==> config.mk <==
export PLATFORM = sky130hd
export DESIGN_NAME = ffba_ram
export DESIGN_NICKNAME = d
export VERILOG_FILES = /design/src/hdl/ffba_ram.sv
export SDC_FILE = /design/constraint.sdc
export NUM_CORES = 1
export LEC_CHECK = 0
export BUFFER_PORTS_ARGS = -buffer_cell sky130_fd_sc_hd__buf_2
export CAP_MARGIN = 20
export CORE_MARGIN = 2
export CORE_UTILIZATION = 48
export DETAILED_ROUTE_END_ITERATION = 10
export PLACE_DENSITY_LB_ADDON = 0.2
export SLEW_MARGIN = 0
export SYNTH_ARGS = -nofsm -noshare
export SYNTH_HDL_FRONTEND = slang
export SYNTH_SLANG_ARGS = --single-unit
==> constraint.sdc <==
create_clock -name clk -period 2.3 [get_ports clk]
set_clock_uncertainty 0.15 [all_clocks]
set_input_delay 0.69 -clock clk [delete_from_list [all_inputs] [get_ports clk]]
set_output_delay 0.69 -clock clk [all_outputs]
set_load 0.05 [all_outputs]
==> src/hdl/ffba_ram.sv <==
// ffba_ram: generic single-write, single-read ram with registered read data
// no dependencies
`timescale 1ns / 1ps
module ffba_ram #(
  parameter int WIDTH = 8,
  parameter int DEPTH = 64
) (
  input  logic                     clk,
  input  logic                     we,
  input  logic [$clog2(DEPTH)-1:0] waddr,
  input  logic [WIDTH-1:0]         wdata,
  input  logic [$clog2(DEPTH)-1:0] raddr,
  output logic [WIDTH-1:0]         rdata
);

  logic [WIDTH-1:0] mem [DEPTH];

  always_ff @(posedge clk) begin
    if (we) begin
      mem[waddr] <= wdata;
    end
    rdata <= mem[raddr];
  end

endmodule

==> results of run 1 <==
[layer usage]
| layer | GRT usage, % | vias to the layer above |
|---|---|---|
| met5 | 0 | - |
| met4 | 7.59 | 2 |
| met3 | 3.56 | 81 |
| met2 | 34.7 | 289 |
| met1 | 30.7 | 5232 |
| li1 | - | 4327 |
[registers in the layout (all words and copies together) (netlist names)]
name	cells
rdata	8
mem	512
[power breakdown]
part	switching, mW	internal, mW	total (mW)	leakage [nW]
registers	0.0317	10.5	10.5	4.67
logic	0.694	0.495	1.19	2.33
clock network	3.49	5.20	8.68	0.865
[per-stage QoR]
stage | power, mW | TNS [ps] | worst slack [ps] | hold WS, ps
detailed placement | 11.9 | -4370 | -689 | 669
global route | 21.0 | 0 | 1.73 | 258
floorplan | 11.3 | -528 | -88.5 | 576
finish | 20.4 | 0 | 28.1 | 273
CTS | 20.6 | 0 | 3.43 | 388
global placement | 11.9 | -4420 | -682 | 666
[critical path: cells and delay by family]
kind                   cells  cell delay (ps)
AOI/OAI and AO/OA          1              170
and+or+nand+nor            2              220
buffers and inverters      3              440
muxes                      2             1040
[cell type report]
class	instances	area, um2	share of cell area, %
Multi-Input combinational cell	369	4350	18.2
Sequential cell	520	15500	64.8
Clock buffer	63	1390	5.81
Antenna cell	1	2.50	0.0104
Timing Repair Buffer	194	1660	6.92
Tap cell	539	674	2.81
Clock inverter	31	357	1.49
[logic make-up after synthesis]
kind of cell           count (synthesis)  synth area share, %
flip-flops                           520                 77.0
multiplexers                         162                 15.9
AND/OR/NAND/NOR                      153                 3.39
AO/OA/AOI/OAI                         54                 2.07
buffers and inverters                 51                 1.57
[cell usage in the layout, fill, tap and decap left out, types with 13 or more instances in the layout]
cell type	netlist	routed
clkbuf_16	0	53
edfxtp_1	512	512
nand3_1	13	13
mux2i_1	23	23
buf_4	13	146
buf_12	2	19
mux4_2	126	126
buf_2	11	26
clkinv_2	0	14
mux2_2	13	13
nor2_1	83	81
nand2_1	19	19
nor2b_1	14	14
[cell usage after synthesis (4+ instances only)]
master	count	area share, %
nand2_1	19	0.35
a221oi_1	6	0.26
edfxtp_1	512	76
nor2b_1	14	0.43
nor2_1	83	1.5
buf_2	11	0.27
a211oi_1	4	0.15
mux2_2	13	0.73
buf_6	4	0.22
clkbuf_1	17	0.32
o22ai_1	8	0.25
dfxtp_1	8	0.79
buf_1	4	0.074
nor3_1	7	0.17
nand2b_1	7	0.22
mux4_2	126	14
nand3_1	13	0.32
o221ai_1	8	0.35
buf_4	13	0.48
mux2i_1	23	1.1
[final timing paths]
kind	startpoint	depth (start not counted)	to
worst max-delay path	raddr[0]	8	rdata[0]
worst min-delay path	wdata[7]	1	mem[42][7]
worst max register to register	mem[25][6]	6	rdata[6]
worst min register to register	mem[18][2]	4	rdata[2]
[repair_timing]
action | 4_1_cts | 5_1_grt
pin swaps | 0 | 1
setup endpoints to repair | 2 | 3
resized for setup | 4 | 1
setup buffers | 0 | 1
cloned | 0 | 0
hold buffers | 0 | 0
==> flow_summary.ini, run 1 <==
[outcome]
status = completed

[placement]
hpwl_mm = 29.9
dpl-instance-area_um2 = 22200
dp.cells = 1619
gp_congestion = 0.836
io_buffers = 29

[power]
ir_worst_vdd_mv = 0.670
power.density_nw_per_um2 = 850
p_leak_nw = 7.87

[route]
routedWlPerCell_um = 26.6
dr_wl_met3_mm = 2.63
top_layer = met5
dr_total_vias = 9931
detail-route-antenna-nets = 0
drt_iter0_drc = 1022
via_per_inst = 5.78
route.detailed.drc = 0
dr_wl_met2_mm = 22.0
drtPass1Iterations = 5
wl_met1_mm = 19.8
drt-total-wl_mm = 45.7

[layout]
synthToLayoutAreaGrowth_pct = 18.9
utilization_pct = 57.5
fill_cells = 3106
nets = 1160
fin_cells = 1717
drive_above_1_share_pct = 35.9
fin_area_um2 = 24000

[grt]
grt_pass1_vias = 10200
grt_use_total_pct = 21.7
grt_max_degree = 65
gr-total-overflow = 0
grt_pass1_wl_mm = 67.9
antenna_found_initial = 3

[synthesis]
synthFlopType = edfxtp_1
synthesis.area_um2 = 20200
yosysWarnings = 0
syn_avg_cell_area_um2 = 21.5
yosys_register_bits = 520
syn-instance-count = 940
synth-edff-count = 512
yosysSeqAreaShare_pct = 77.0
async_flop_share_pct = 0
syn_nets = 962
synth.distinct_cells = 40

[sta]
period_minus_slack_ps = 2270
hold_violations = 0
fin_crit_sh_pct = 98.8
tightest_slew_ps = 784
slew_headroom_pct = 47.7
setup_violations = 0
rsz0062_at_grt = false
maxSlewViolCount = 0
fmax_ghz = 0.440

[critical_path]
cpPeakStageDelay_ps = 530
cp-end-kind = flop
required_ps = 2610
crit_type = input pin to flop
arrival_ps = 2590
critical_path.slowest_cell = mux4_2
path_max_fanout = 9
path_cells = buf_8, buf_12, buf_12, mux4_2, mux4_2, nor2_4, nor3_1, o2bb2ai_1
regToRegSetupSlack_ps = 100
start_kind = input pin

[clock_tree]
max-clock-path-buffers = 3
cts_tree = done
ctsHtreeMaxLevel = 2
clock_latency_ps = 600
cts_inserted_buffers = 53
path_clk_slew_ps = 60
cts-root-buf = clkbuf_16
cts_sinks = 520

[floorplanning]
io_pins = 30
fp.dieArea_um2 = 43700
die_h_um = 209
die_w_um = 209
core_um2 = 41700
std_cell_rows = 75
initial_core_util_pct = 48.4

[job]
maxCapViolations = 0

[min_path]
min_path_type = input pin to flop
(Power assumes the default switching activity.)
==> run 2: changes to the inputs <==
- ABC_AREA: default -> 1
==> flow_summary.ini, run 2 <==
[clock_tree]
max-clock-path-buffers = 3
cts_inserted_buffers = 51
clock_latency_ps = 600
cts_setup_buffers = 0
cts_sinks = 520
cts_hold_buf = 0
cts_resized = 0
cts_tree = done
path_clk_slew_ps = 60
ctsHtreeMaxLevel = 2
cts-root-buf = clkbuf_16

[placement]
gp_congestion = 0.845
hpwl_mm = 33.0
dp.cells = 2449
io_buffers = 29
dpl-instance-area_um2 = 22800

[floorplanning]
die_h_um = 215
initial_core_util_pct = 48.5
core_um2 = 44000
fp.dieArea_um2 = 46200
io_pins = 30
die_w_um = 215
std_cell_rows = 77

[synthesis]
synth.most_common_cell = nand2_1
synth-edff-count = 512
synth.distinct_cells = 16
yosys.area_share.xor_xnor_pct = 0
synth.area.top_cells = edfxtp_1 72%, nand2_1 11%, nand3_1 10%
async_flop_share_pct = 0
syn-instance-count = 1805
yosysSeqAreaShare_pct = 72.8
synthFlopType = edfxtp_1
synth_top_area_share_pct = 72.0
synth_compound_area_share_pct = 0
yosys_register_bits = 520
syn_avg_cell_area_um2 = 11.8
synth-simple-area-share_pct = 23.2
yosysWarnings = 0
synthesis.area_um2 = 21300
yosysTopAreaCell = edfxtp_1
synth_common_cells = 648 x nand2_1, 512 x edfxtp_1, 439 x nand3_1, 56 x nor2_1, 37 x buf_2
synthAdderAreaFrac_pct = 0
syn_nets = 1827
synth_top_family_by_area = simple AND/OR/NAND/NOR gates
synthMuxAreaShare_pct = 0

[route]
drt-total-wl_mm = 53.8
drt_iter0_drc = 1315
dr_total_vias = 14100
routedWlPerCell_um = 21.2
route.detailed.drc = 0
detail-route-antenna-nets = 0
drtPass1Iterations = 7
via_per_inst = 5.54

[power]
p_leak_nw = 8.94
p_total_mw = 19.7
power.density_nw_per_um2 = 810
ir_worst_vdd_mv = 0.611

[grt]
grt_max_degree = 68
grtUsageMet2_pct = 38.0
grt_pass1_wl_mm = 82.8
grt_busiest_layer = met2
antenna_found_initial = 3
met3_usage_pct = 4.78
grt_pass1_vias = 13800
grt_use_met1_pct = 32.6
grt_use_total_pct = 23.7
gr-total-overflow = 0

[critical_path]
cpPeakStageDelay_ps = 470
critical_path.endpoint = rdata[5]
worst-path-buf-inv = 1
path_max_fanout = 1
rr_worst_depth = 8
cp_top_family = flip-flops
cp-end-kind = output pin
worstReg2RegStart = mem[63][4]
path_cells = buf_2
regToRegSetupSlack_ps = 840
crit_type = flop to output pin
critical_path.slowest_cell = dfxtp_1
required_ps = 1460
cp.depth = 1
reg2reg_to = rdata[4]
arrival_ps = 1400
startpoint = rdata[5]
start_kind = flop

[sta]
fmax_ghz = 0.447
slew_headroom_pct = 46.8
maxSlewViolCount = 0
rsz0062_at_grt = false
tightest_slew_ps = 798
period_minus_slack_ps = 2240
finalHoldWorstSlack_ps = 319
fin_crit_sh_pct = 97.3
setup_violations = 0
hold_violations = 0

[layout]
fin_area_um2 = 24400
fin_cells = 2541
drive_above_1_share_pct = 12.2
largest_reg_flops = 512
top_regs = mem: 512 flops, rdata: 8 flops
layout_common_cells = 648 x nand2_1, 512 x edfxtp_1, 439 x nand3_1, 109 x buf_4, 56 x nor2_1
final_common_cell = nand2_1
nets = 1932
regMostFlops = mem
synthToLayoutAreaGrowth_pct = 14.1

[outcome]
status = completed

[job]
maxCapViolations = 0

[min_path]
min_path_type = input pin to flop
## run 2: worst register-to-register path, cell delays in order (launching register included)
cell and delay [ps]:
edfxtp_1 370, nand2_1 70, nand3_1 70, nand3_1 120, nand2_1 70, nand2_1 70, nand3_1 110, nand3_1 210
nand2_1 100
## run 2: power breakdown
part	switching (mW)	leakage, nW	internal, mW
Clock	3.40	0.757	4.41
Sequential	0.0394	4.67	10.5
Combinational	0.989	3.51	0.396
## run 2: cell families (layout without fill, tap and decap cells)
group                  Yosys count  after routing
and+or+nand+nor               1160           1160
DFF                            520            520
buffers and inverters          125            268
other                            0              1
## run 2: per-stage QoR
step	worst slack, ps	util, %	TNS, ps
global placement	-89.9	51.8	-223
detailed placement	-63.9	51.8	-217
CTS	46.1	55.3	0
global route	20.1	55.3	0
finish	62.6	55.3	0
floorplan	-306	-	-19590
## run 2: cell type report
cell class,instances,area (um2)
Multi-Input combinational cell,1160,4950
Clock inverter,19,118
Fill cell,3716,19700
Inverter,12,55.1
Clock buffer,72,1430
Timing Repair Buffer,165,1530
Tap cell,592,741
Antenna cell,1,2.50
Sequential cell,520,15500
## run 2: layer usage
metal | wire, um | up-vias | share of wire (%)
met2 | 25500 | 550 | 47
met3 | 3900 | 94 | 7.2
li1 | - | 6555 | -
met5 | 13 | - | 0.024
met4 | 1410 | 2 | 2.6
met1 | 23000 | 6876 | 43
## run 2: worst min-delay path by stage
stage | cells after the start | end | start | slack [ps]
2_1_floorplan | 8 | rdata[0] | mem[52][0] | 570
3_3_place_gp | 8 | rdata[3] | mem[10][3] | 660
3_5_place_dp | 8 | rdata[0] | mem[20][0] | 650
4_1_cts | 3 | rdata[7] | raddr[5] | 290
5_1_grt | 3 | rdata[7] | raddr[5] | 310
6_report | 3 | rdata[7] | raddr[5] | 320
