<file path="src/hdl/ffba_pkg.sv">
// ffba_pkg: shared types, codes and sizes for the first-fit block allocator
// used by ffba_mod_unit, first_fit_block_allocator and ffba_checker, depends on nothing
`timescale 1ns / 1ps
package ffba_pkg;

  localparam int TABLE_ENTRIES_DEF = 64;
  localparam int ADDR_W  = 64;
  localparam int SIZE_W  = 48;
  localparam int ALIGN_W = 17;

  localparam logic [1:0] MODE_ALIGNED = 2'd0;
  localparam logic [1:0] MODE_AT      = 2'd1;
  localparam logic [1:0] MODE_FREE    = 2'd2;

  localparam logic [1:0] ST_OK        = 2'd0;
  localparam logic [1:0] ST_NO_GAP    = 2'd1;
  localparam logic [1:0] ST_NOT_FOUND = 2'd2;
  localparam logic [1:0] ST_FULL      = 2'd3;

  typedef struct packed {
    logic [1:0]         mode;
    logic [SIZE_W-1:0]  request_size;
    logic [ALIGN_W-1:0] alignment;
    logic [ADDR_W-1:0]  address;
  } req_t;

  typedef struct packed {
    logic [ADDR_W-1:0] result_address;
    logic [1:0]        status;
  } res_t;

endpackage

</file>
<file path="src/hdl/ffba_mod_unit.sv">
// ffba_mod_unit: bit-serial remainder of a 64-bit value by a 17-bit divisor
// one dividend bit per cycle; uses ffba_pkg
`timescale 1ns / 1ps
module ffba_mod_unit
  import ffba_pkg::*;
(
  input  logic               clk,
  input  logic               rst,
  input  logic               go,
  input  logic [ADDR_W-1:0]  dividend,
  input  logic [ALIGN_W-1:0] divisor,
  output logic               done,
  output logic [ALIGN_W-1:0] rem
);

  logic [ADDR_W-1:0]  dvd;
  logic [ALIGN_W-1:0] dvs;
  logic [5:0]         cnt;
  logic               running;
  logic [ALIGN_W:0]   trial;
  logic [ALIGN_W-1:0] rem_next;

  // shift in next dividend bit, subtract when it fits
  always_comb begin
    trial = {rem, dvd[ADDR_W-1]};
    if (trial >= {1'b0, dvs}) begin
      rem_next = ALIGN_W'(trial - {1'b0, dvs});
    end else begin
      rem_next = trial[ALIGN_W-1:0];
    end
  end

  always_ff @(posedge clk) begin
    if (rst) begin
      running <= 1'b0;
      done    <= 1'b0;
      cnt     <= '0;
    end else begin
      done <= 1'b0;
      if (go) begin
        dvd     <= dividend;
        dvs     <= divisor;
        rem     <= '0;
        cnt     <= '0;
        running <= 1'b1;
      end else if (running) begin
        rem <= rem_next;
        dvd <= {dvd[ADDR_W-2:0], 1'b0};
        cnt <= cnt + 6'd1;
        if (cnt == 6'd63) begin
          running <= 1'b0;
          done    <= 1'b1;
        end
      end
    end
  end

endmodule

</file>
<file path="config.mk">
export PLATFORM = sky130hd
export DESIGN_NAME = ffba_mod_unit
export DESIGN_NICKNAME = d
export VERILOG_FILES = /design/src/hdl/ffba_pkg.sv /design/src/hdl/ffba_mod_unit.sv
export SDC_FILE = /design/constraint.sdc
export NUM_CORES = 1
export LEC_CHECK = 0
export BUFFER_PORTS_ARGS = -buffer_cell sky130_fd_sc_hd__buf_4
export CAP_MARGIN = 40
export CORE_MARGIN = 8
export CORE_UTILIZATION = 43
export DETAILED_ROUTE_END_ITERATION = 6
export SYNTH_ARGS = -nofsm -noshare
export SYNTH_HDL_FRONTEND = slang
export SYNTH_SLANG_ARGS = --single-unit
export TNS_END_PERCENT = 50
</file>
<file path="constraint.sdc">
create_clock -name clk -period 7.6 [get_ports clk]
set_input_delay 1.52 -clock clk [delete_from_list [all_inputs] [get_ports clk]]
set_output_delay 1.52 -clock clk [all_outputs]
set_load 0.01 [all_outputs]
</file>
==> results of run 1 <==
[metal layers]
| metal | up-vias | share of wire (%) | global-route usage [%] |
|---|---|---|---|
| met2 | 87 | 46 | 21.9 |
| li1 | 1695 | - | - |
| met1 | 1638 | 46 | 17.8 |
| met5 | - | 0 | 0 |
| met3 | 16 | 6.1 | 5.49 |
| met4 | 0 | 1.6 | 4.97 |
[tightest hold or removal path: stages, from the launching register on]
cell and delay (ns):
dfxtp_1 0.32, o21ai_0 0.07, a21oi_1 0.06
[through the flow]
| step | total power [mW] | utilization (%) | hold WS, ns | setup slack [ns] |
|---|---|---|---|---|
| global route | 1.55 | 54.8 | 0.527 | 4.29 |
| detailed placement | 1.01 | 52.2 | 0.482 | 4.17 |
| finish | 1.49 | 54.8 | 0.490 | 4.47 |
| global placement | 1.00 | 51.6 | 0.477 | 4.02 |
| floorplan | 0.919 | - | 0.458 | 1.15 |
| CTS | 1.51 | 54.8 | 0.490 | 4.46 |
[final timing paths]
| kind | from | to | slack, ns | depth (start not counted) |
|---|---|---|---|---|
| worst max register to register | dvd[63] | rem[4] | 4.47 | 11 |
| worst min register to register | cnt[5] | cnt[5] | 0.49 | 2 |
| worst min-delay path | cnt[5] | cnt[5] | 0.49 | 2 |
| worst max-delay path | dvd[63] | rem[4] | 4.47 | 11 |
[power breakdown]
part | leakage (nW) | internal (mW) | switching (mW) | total, mW
Clock | 0.153 | 0.261 | 0.226 | 0.487
Combinational | 1.48 | 0.143 | 0.148 | 0.291
Sequential | 1.00 | 0.690 | 0.0179 | 0.708
Total | 2.63 | 1.09 | 0.391 | 1.49
[synth_stat cells (all sizes together) (3+ instances only)]
cell type and instances:
mux2 63, mux2i 9, nand2 18, buf 3, ha 18, edfxtp 98, nor2 26, a211oi 6
a21o 9, inv 25, dfxtp 8, clkbuf 14, o21ai 10, o21a 3, or3 5, xnor2 6
a31oi 3, a21oi 20, nand4 5, xor2 7, nand3 11
[final cells by class]
cell class,instances,area [sq um],area share [%]
multi-input cells,249,2040,30.9
clock buffers,9,225,3.41
clock inverters,7,86.3,1.31
well taps,168,210,3.18
flip-flops and latches,106,3100,46.9
repair buffers,108,851,12.9
inverters,25,93.8,1.42
[sequential cells by signal, indices dropped and copies added, names as in the netlist]
register / cells
done: 1
cnt: 6
dvs: 17
rem: 17
dvd: 64
running: 1
[cells by family (layout without fill, tap and decap cells)]
group	Yosys count	after routing	share of synthesized area, %
multiplexers	72	72	15.0
AO/OA/AOI/OAI	68	68	9.43
flip-flops	106	106	58.3
XOR/XNOR	13	13	2.14
AND/OR/NAND/NOR	77	77	6.94
adder cells (fa/ha/maj)	19	19	4.61
buffers and inverters	42	149	3.51
==> results_dict.tcl, run 1 <==
set metrics [dict create \
    mostFrequentLayoutCells "buf_4, edfxtp_1, mux2_2" \
    globalplace.congestion 0.818 \
    wl_per_cell_um 16.8 \
    crit_fanout 10 \
    die_w_um 127 \
    drtIter0Drc 229 \
    start_util_pct 44.1 \
    vias 3436 \
    final_cells 672 \
    rsz0062_at_grt "false" \
    ys.flop_type "edfxtp_1" \
    setup_violations 0 \
    clk_pin_slew_ns 0.08 \
    yosysTopAreaCellShare_pct 55.3 \
    port_buffers 101 \
    first_global_vias 3582 \
    placed_cell_area_sq_um 6300 \
    fillers 1034 \
    dp.cells 656 \
    io_pins 102 \
    skew_ns 0.0111 \
    coreArea_sq_um 12100 \
    yosys.area.top_type "edfxtp_1" \
    cap_violations 0 \
    min_path_type "reg -> reg" \
    ant_nets 0 \
    final_common_cell "buf_4" \
    maxSlewHeadroom_pct 47.5 \
    clock_path_buffers 2 \
    viasPerCell 5.11 \
    ys_async_sr_fraction_pct 0 \
    grt_pass1_wl_mm 18.1 \
    hold_viol 0 \
    synth.distinct_cells 51 \
    crit_buf_inv 3 \
    cp_top_family "compound AO/OA/AOI/OAI gates" \
    num_rows 40 \
    grt_max_degree 55 \
    synthTopCellsByArea "edfxtp_1, mux2_2, ha_1, dfxtp_1, a21oi_1" \
    synth_nets 500 \
    synth_cells 397 \
    fmax_mhz 320 \
    cts-hold-fix-buffers 0 \
    arrival_ns 3.23 \
    die-area_sq_um 16200 \
    slowest_stage "or3_1" \
    ir_drop_v 0.000142 \
    fin_crit_ns 3.13 \
    leakagePower_nw 2.63 \
    syn-cell-area_sq_um 5320 \
    cts-root-buf "clkbuf_16" \
    cts_repair_resize_count 0 \
    clock_latency_ns 0.35 \
    cpMostUsedCell "inv_1" \
    synth_edf_count 98 \
    antenna_found_initial 0 \
    tightest_slew_ns 0.781 \
    gr-total-overflow 0 \
    ys_seq_elements 106 \
    crit_chain "inv_1, ha_1, inv_1, fa_1, a21o_1, a221oi_4, a211oi_2, or3_1, buf_8, mux2i_1, nor2_1" \
    dpl.hpwl_mm 8.24 \
    htreeDepth 3 \
    die_height_um 127 \
    setup_tns_ns 0 \
    drcViolationCount 0 \
    firstDrtPassIters 4 \
    cpPeakStageDelay_ns 0.56 \
    cts_made_buffers 9 \
    areaGrowthSynthToFinish_pct 24.3 \
    criticalPathCategory "reg -> reg" \
    cts_sinks 106 \
    routed_wirelength_mm 11.3 \
    status "finished, final reports clean" \
    drv_slew 0 \
    drive_above_1_share_pct 39.7 \
    groute.usage.overall_pct 14.2 \
    postSynthAreaPerCell_sq_um 13.4 \
    min_period_over_period_pct 41.2 \
    power.density_nw_per_um2 225 \
    nNetsFinal 602 \
    crit_required_ns 7.70 \
    cts_tree "yes" \
    cp-end-kind "flop" \
    ys_warn_count 0 \
    ys_seq_area_share_pct 58.3 \
    start_kind "flop" \
    cts_post_setup_buffers_inserted 0 \
    final_area_sq_um 6610 \
    antenna_cells 0 \
]
(Power assumes the default switching activity.)
==> run 2, diff against run 1 <==
--- a/config.mk
+++ b/config.mk
@@ -5,6 +5,7 @@
 export SDC_FILE = /design/constraint.sdc
 export NUM_CORES = 1
 export LEC_CHECK = 0
+export ABC_AREA = 1
 export BUFFER_PORTS_ARGS = -buffer_cell sky130_fd_sc_hd__buf_4
 export CAP_MARGIN = 40
 export CORE_MARGIN = 8
==> constraint.sdc (replaced) <==
create_clock -name clk -period 3.2 [get_ports clk]
set_input_delay 0.64 -clock clk [delete_from_list [all_inputs] [get_ports clk]]
set_output_delay 0.64 -clock clk [all_outputs]
set_load 0.01 [all_outputs]
==> results_dict.tcl, run 2 <==
set metrics [dict create \
    hp-start "cnt[5]" \
    clk_pin_slew_ns 0.07 \
    cpMostUsedCell "nor2_1" \
    ir_drop_v 0.000318 \
    multi_input_area_sq_um 2160 \
    fillers 1272 \
    postSynthAreaPerCell_sq_um 8.23 \
    cp-end-kind "flop" \
    viasPerCell 4.61 \
    drcViolationCount 0 \
    antenna_cells 0 \
    die_height_um 131 \
    cpPeakStageDelay_ns 0.42 \
    min_path_type "reg -> reg" \
    final_area_sq_um 6910 \
    cts_post_setup_buffers_inserted 0 \
    tightest_slew_ns 0.843 \
    start_kind "flop" \
    fin_crit_ns 2.30 \
    first_global_vias 4565 \
    rsz0062_at_grt "false" \
    setup_violations 0 \
    hold_viol 0 \
    drtIter0Drc 234 \
    synthTopCellsByCount "nand2_1, edfxtp_1, inv_1, nor2_1, nand3_1" \
    synth.distinct_cells 31 \
    start_util_pct 43.5 \
    yosys.area.top_type "edfxtp_1" \
    criticalPathCategory "reg -> reg" \
    cts_made_buffers 9 \
    grt_max_degree 83 \
    largest_register_ffs 64 \
    areaGrowthSynthToFinish_pct 21.5 \
    cts_sinks 106 \
    crit_fanout 15 \
    globalplace.congestion 0.916 \
    nNetsFinal 890 \
    routed_wirelength_mm 13.2 \
    num_rows 42 \
    status "finished, final reports clean" \
    ys_seq_elements 106 \
    io_pins 102 \
    ant_nets 0 \
    maxSlewHeadroom_pct 43.8 \
    utilization_pct 52.8 \
    die-area_sq_um 17200 \
    power.density_nw_per_um2 532 \
    synthTopCellsByArea "edfxtp_1, nand2_1, inv_1, ha_1, nor2_1" \
    antenna_found_initial 0 \
    firstDrtPassIters 4 \
    slowest_stage "edfxtp_1" \
    crit_chain "ha_1, a21oi_1, nor2_1, nor2_1, nand2_1, nor2_4, nand2_4, inv_4, nor2_1, nor2_1" \
    ys.flop_type "edfxtp_1" \
    drive_above_1_share_pct 17.3 \
    synth_edf_count 98 \
    syn-cell-area_sq_um 5690 \
    cap_violations 0 \
    gr-total-overflow 0 \
    register_area_sq_um 3100 \
    ys_warn_count 0 \
    coreArea_sq_um 13100 \
    placed_cell_area_sq_um 6630 \
    post-synth-top-count-cell "nand2_1" \
    synth_cells 691 \
    skew_ns 0.00993 \
    min_period_over_period_pct 71.8 \
    setup_tns_ns 0 \
    final_common_cell "nand2_1" \
    worstReg2RegStart "rem[14]" \
    wl_per_cell_um 13.6 \
    dpl.hpwl_mm 9.37 \
    top_regs "dvd (64), dvs (17), rem (17)" \
    yosysTopAreaCellShare_pct 51.7 \
    groute.usage.overall_pct 16.6 \
    ys_seq_area_share_pct 54.6 \
    leakagePower_nw 3.45 \
    crit_required_ns 3.41 \
    cts-hold-fix-buffers 0 \
    fmax_mhz 435 \
    max_flop_register "dvd" \
    cts-root-buf "clkbuf_16" \
    port_buffers 101 \
    htreeDepth 3 \
    cts_repair_resize_count 0 \
    arrival_ns 2.51 \
    grt_pass1_wl_mm 22.2 \
    mostFrequentLayoutCells "nand2_1, buf_4, edfxtp_1" \
    clock_path_buffers 2 \
    drv_slew 0 \
    synth_nets 794 \
    vias 4460 \
    ys_async_sr_fraction_pct 0 \
    cts_tree "yes" \
    startpoint "rem[14]" \
    clock_latency_ns 0.35 \
    die_w_um 131 \
]
-- run 2: cell count changes after synthesis, sizes merged, moves of 19 or more --
cell,previous run,this run
mux2,63,0
nor2,26,58
nand2,18,326
inv,25,91
nand3,11,30
-- run 2: critical path: cells and delay by family (launching register included) --
kind | cells | cell delay [ns]
flip-flops | 1 | 0.42
adder cells (fa/ha/maj) | 1 | 0.37
AND/OR/NAND/NOR | 7 | 0.97
buffers and inverters | 1 | 0.20
AO/OA/AOI/OAI | 1 | 0.20
-- run 2: through the flow --
step	worst slack, ns	cells	hold slack (ns)	total power [mW]
final	0.902	968	0.452	3.68
after global routing	0.668	968	0.438	3.90
after CTS	0.880	968	0.438	3.72
after detailed placement	0.914	952	0.443	2.63
after global placement	0.953	952	0.439	2.62
after floorplan	0.408	691	0.422	2.34
-- run 2: cell type report --
type                    instances  area share (%)
well taps                     176            3.19
inverters                      91            4.98
repair buffers                105            11.6
multi-input cells             474            31.3
clock buffers                  10            3.31
clock inverters                 6           0.761
flip-flops and latches        106            44.9
-- run 2: report_power, final --
group / switching [mW] / leakage, nW / internal, mW
registers: 0.0543 / 1.02 / 1.67
logic: 0.528 / 2.30 / 0.337
clock network: 0.545 / 0.129 / 0.538
-- run 2: final timing paths --
check	to	slack, ns	depth (start not counted)
hold / removal	cnt[5]	0.45	1
setup reg to reg	rem[5]	0.90	10
hold reg to reg	cnt[5]	0.45	1
setup / recovery	rem[5]	0.90	10
-- run 2: cells by family after synthesis --
logic type | count (synthesis) | synth area share (%)
compound gates | 22 | 1.96
xor+xnor | 7 | 1.08
fa+ha+maj | 19 | 4.31
buf+inv | 111 | 7.66
flops | 106 | 54.6
simple gates | 426 | 30.4
-- run 2: routing by layer --
layer | vias up | wire, um | track usage (%)
met5 | - | 0 | 0
met4 | 0 | 139 | 4.19
met3 | 11 | 832 | 5.97
met2 | 95 | 6320 | 27.4
met1 | 2008 | 5890 | 20.2
li1 | 2346 | - | -
==> run 3, diff against run 2 <==
--- a/config.mk
+++ b/config.mk
@@ -11,6 +11,7 @@
 export CORE_MARGIN = 8
 export CORE_UTILIZATION = 43
 export DETAILED_ROUTE_END_ITERATION = 6
+export PLACE_DENSITY = 0.67
 export SYNTH_ARGS = -nofsm -noshare
 export SYNTH_HDL_FRONTEND = slang
 export SYNTH_SLANG_ARGS = --single-unit
==> constraint.sdc (replaced) <==
create_clock -name clk -period 1.9 [get_ports clk]
set_input_delay 0.38 -clock clk [delete_from_list [all_inputs] [get_ports clk]]
set_output_delay 0.38 -clock clk [all_outputs]
set_load 0.01 [all_outputs]
==> results_dict.tcl, run 3 (same netlist as run 2, synthesis figures left out) <==
set metrics [dict create \
    cpPeakStageDelay_ns 0.43 \
    firstDrtPassIters 5 \
    globalplace.congestion 0.900 \
    rsz0062_at_grt "true" \
    die_height_um 131 \
    power.density_nw_per_um2 875 \
    hold_viol 0 \
    cts_tree "yes" \
    htreeDepth 3 \
    cts_made_buffers 9 \
    final_cells 1032 \
    final_area_sq_um 7880 \
    first_global_vias 4979 \
    startpoint "rem[1]" \
    mostFrequentLayoutCells "nand2_1, buf_4, edfxtp_1" \
    setup_tns_ns -0.754 \
    fmax_mhz 500 \
    status "finished with violations" \
    drcViolationCount 0 \
    routed_wirelength_mm 14.4 \
    drive_above_1_share_pct 33.6 \
    coreArea_sq_um 13100 \
    ir_drop_v 0.000408 \
    leakagePower_nw 3.80 \
    port_buffers 101 \
    rrSetupSlack_ns -0.10 \
    vias 4884 \
    clk_pin_slew_ns 0.07 \
    antenna_found_initial 0 \
    viasPerCell 4.73 \
    power_mw 6.89 \
    r2r_cells 12 \
    grt_max_degree 67 \
    maxUsedRoutingLayer "met4" \
    crit_required_ns 2.01 \
    skew_ns 0.00575 \
    num_rows 42 \
    cts_sinks 106 \
    hold_depth 1 \
    final_common_cell "nand2_1" \
    fin_ws_ns -0.100 \
    maxSlewHeadroom_pct 58.8 \
    dr_wl_met2_mm 6.71 \
    gr-total-overflow 0 \
    max_flop_register "dvd" \
    dp.cells 1006 \
    critPathCapture "rem[15]" \
    arrival_ns 2.11 \
    top_regs "dvd (64), dvs (17), rem (17)" \
    nNetsFinal 955 \
    dpl.hpwl_mm 10.2 \
    wl_met1_mm 6.43 \
    worstReg2RegStart "rem[1]" \
    cts-hold-fix-buffers 0 \
    cts-root-buf "clkbuf_16" \
    crit_fanout 6 \
    groute.usage.overall_pct 17.4 \
    drtIter0Drc 282 \
    utilization_pct 60.2 \
    die_w_um 131 \
    start_kind "flop" \
    antenna_cells 0 \
    io_pins 102 \
    holdWs_ns 0.199 \
    cpMostUsedCell "nand2_1" \
    die-area_sq_um 17200 \
    tightest_slew_ns 0.618 \
    slowest_stage "edfxtp_1" \
    grt_pass1_wl_mm 23.1 \
    r2r-end "rem[15]" \
    ant_nets 0 \
    clock_path_buffers 2 \
    wl_met3_um 847 \
    cp-end-kind "flop" \
    clock_latency_ns 0.35 \
    setup_violations 13 \
    fin_crit_ns 2.00 \
    placed_cell_area_sq_um 7050 \
    cap_violations 0 \
    largest_register_ffs 64 \
    wl_per_cell_um 13.9 \
    min_path_type "in -> reg" \
    areaGrowthSynthToFinish_pct 38.6 \
    min_period_over_period_pct 105 \
    violations "setup timing" \
    dpl_worst_slack_ns -0.213 \
    criticalPathCategory "reg -> reg" \
    crit_chain "ha_4, buf_4, a21oi_2, nand2_2, nand2_1, nand2_1, nand2_1, nand2_1, nand2_1, nand2_1, nor2_2, nor2_1" \
    drv_slew 0 \
    start_util_pct 43.5 \
]
-- run 3: cell count changes in the layout (fill, tap and decap cells not counted), moves of 6 or more --
cell     change
buf_4       +60
nand2_1     -29
nand2_2     +24
ha_1        -15
ha_4        +15
inv_1       -15
inv_2       +13
nand3_1     -10
nand3_2      +9
nor2_1       -9
a21oi_1      -7
nor2_2       +7
a21oi_2      +6
-- run 3: per-layer routing --
metal | global-route usage [%] | vias up
met4 | 9.18 | 0
met1 | 21.9 | 2236
met5 | 0 | -
met2 | 26.8 | 136
li1 | - | 2482
met3 | 4.95 | 30
-- run 3: cell type report --
class,count,area (sq um)
well taps,176,220
fillers,1093,5200
clock inverters,4,51.3
inverters,91,359
repair buffers,170,1320
flip-flops and latches,106,3100
multi-input cells,474,2590
clock buffers,11,233
-- run 3: worst min path at each step --
| stage | start | to | slack [ns] |
|---|---|---|---|
| floorplan | cnt[5] | cnt[5] | 0.42 |
| CTS | divisor[10] | dvs[10] | 0.18 |
| finish | divisor[7] | dvs[7] | 0.20 |
| global route | divisor[10] | dvs[10] | 0.18 |
| detailed placement | cnt[5] | cnt[5] | 0.45 |
| global placement | cnt[5] | cnt[5] | 0.44 |
-- run 3: power by group --
group	total [mW]	leakage, nW	internal [mW]	switching, mW
Sequential	2.93	1.02	2.82	0.108
Clock	1.85	0.136	1.02	0.836
Combinational	2.11	2.65	0.977	1.13
-- run 3: timing repair --
action | 4_1_cts | 5_1_grt
resized for setup | 51 | 57
endpoints found under the setup margin | 17 | 17
setup buffers | 7 | 4
cloned | 0 | 0
pin swaps | 22 | 18
-- run 3: worst max-delay path, delay by kind of cell (launching register included) --
family                     cells  cell delay, ns
adders and majority gates      1            0.28
and+or+nand+nor                9            0.73
buffers and inverters          1            0.16
AOI/OAI and AO/OA              1            0.16
DFF                            1            0.43
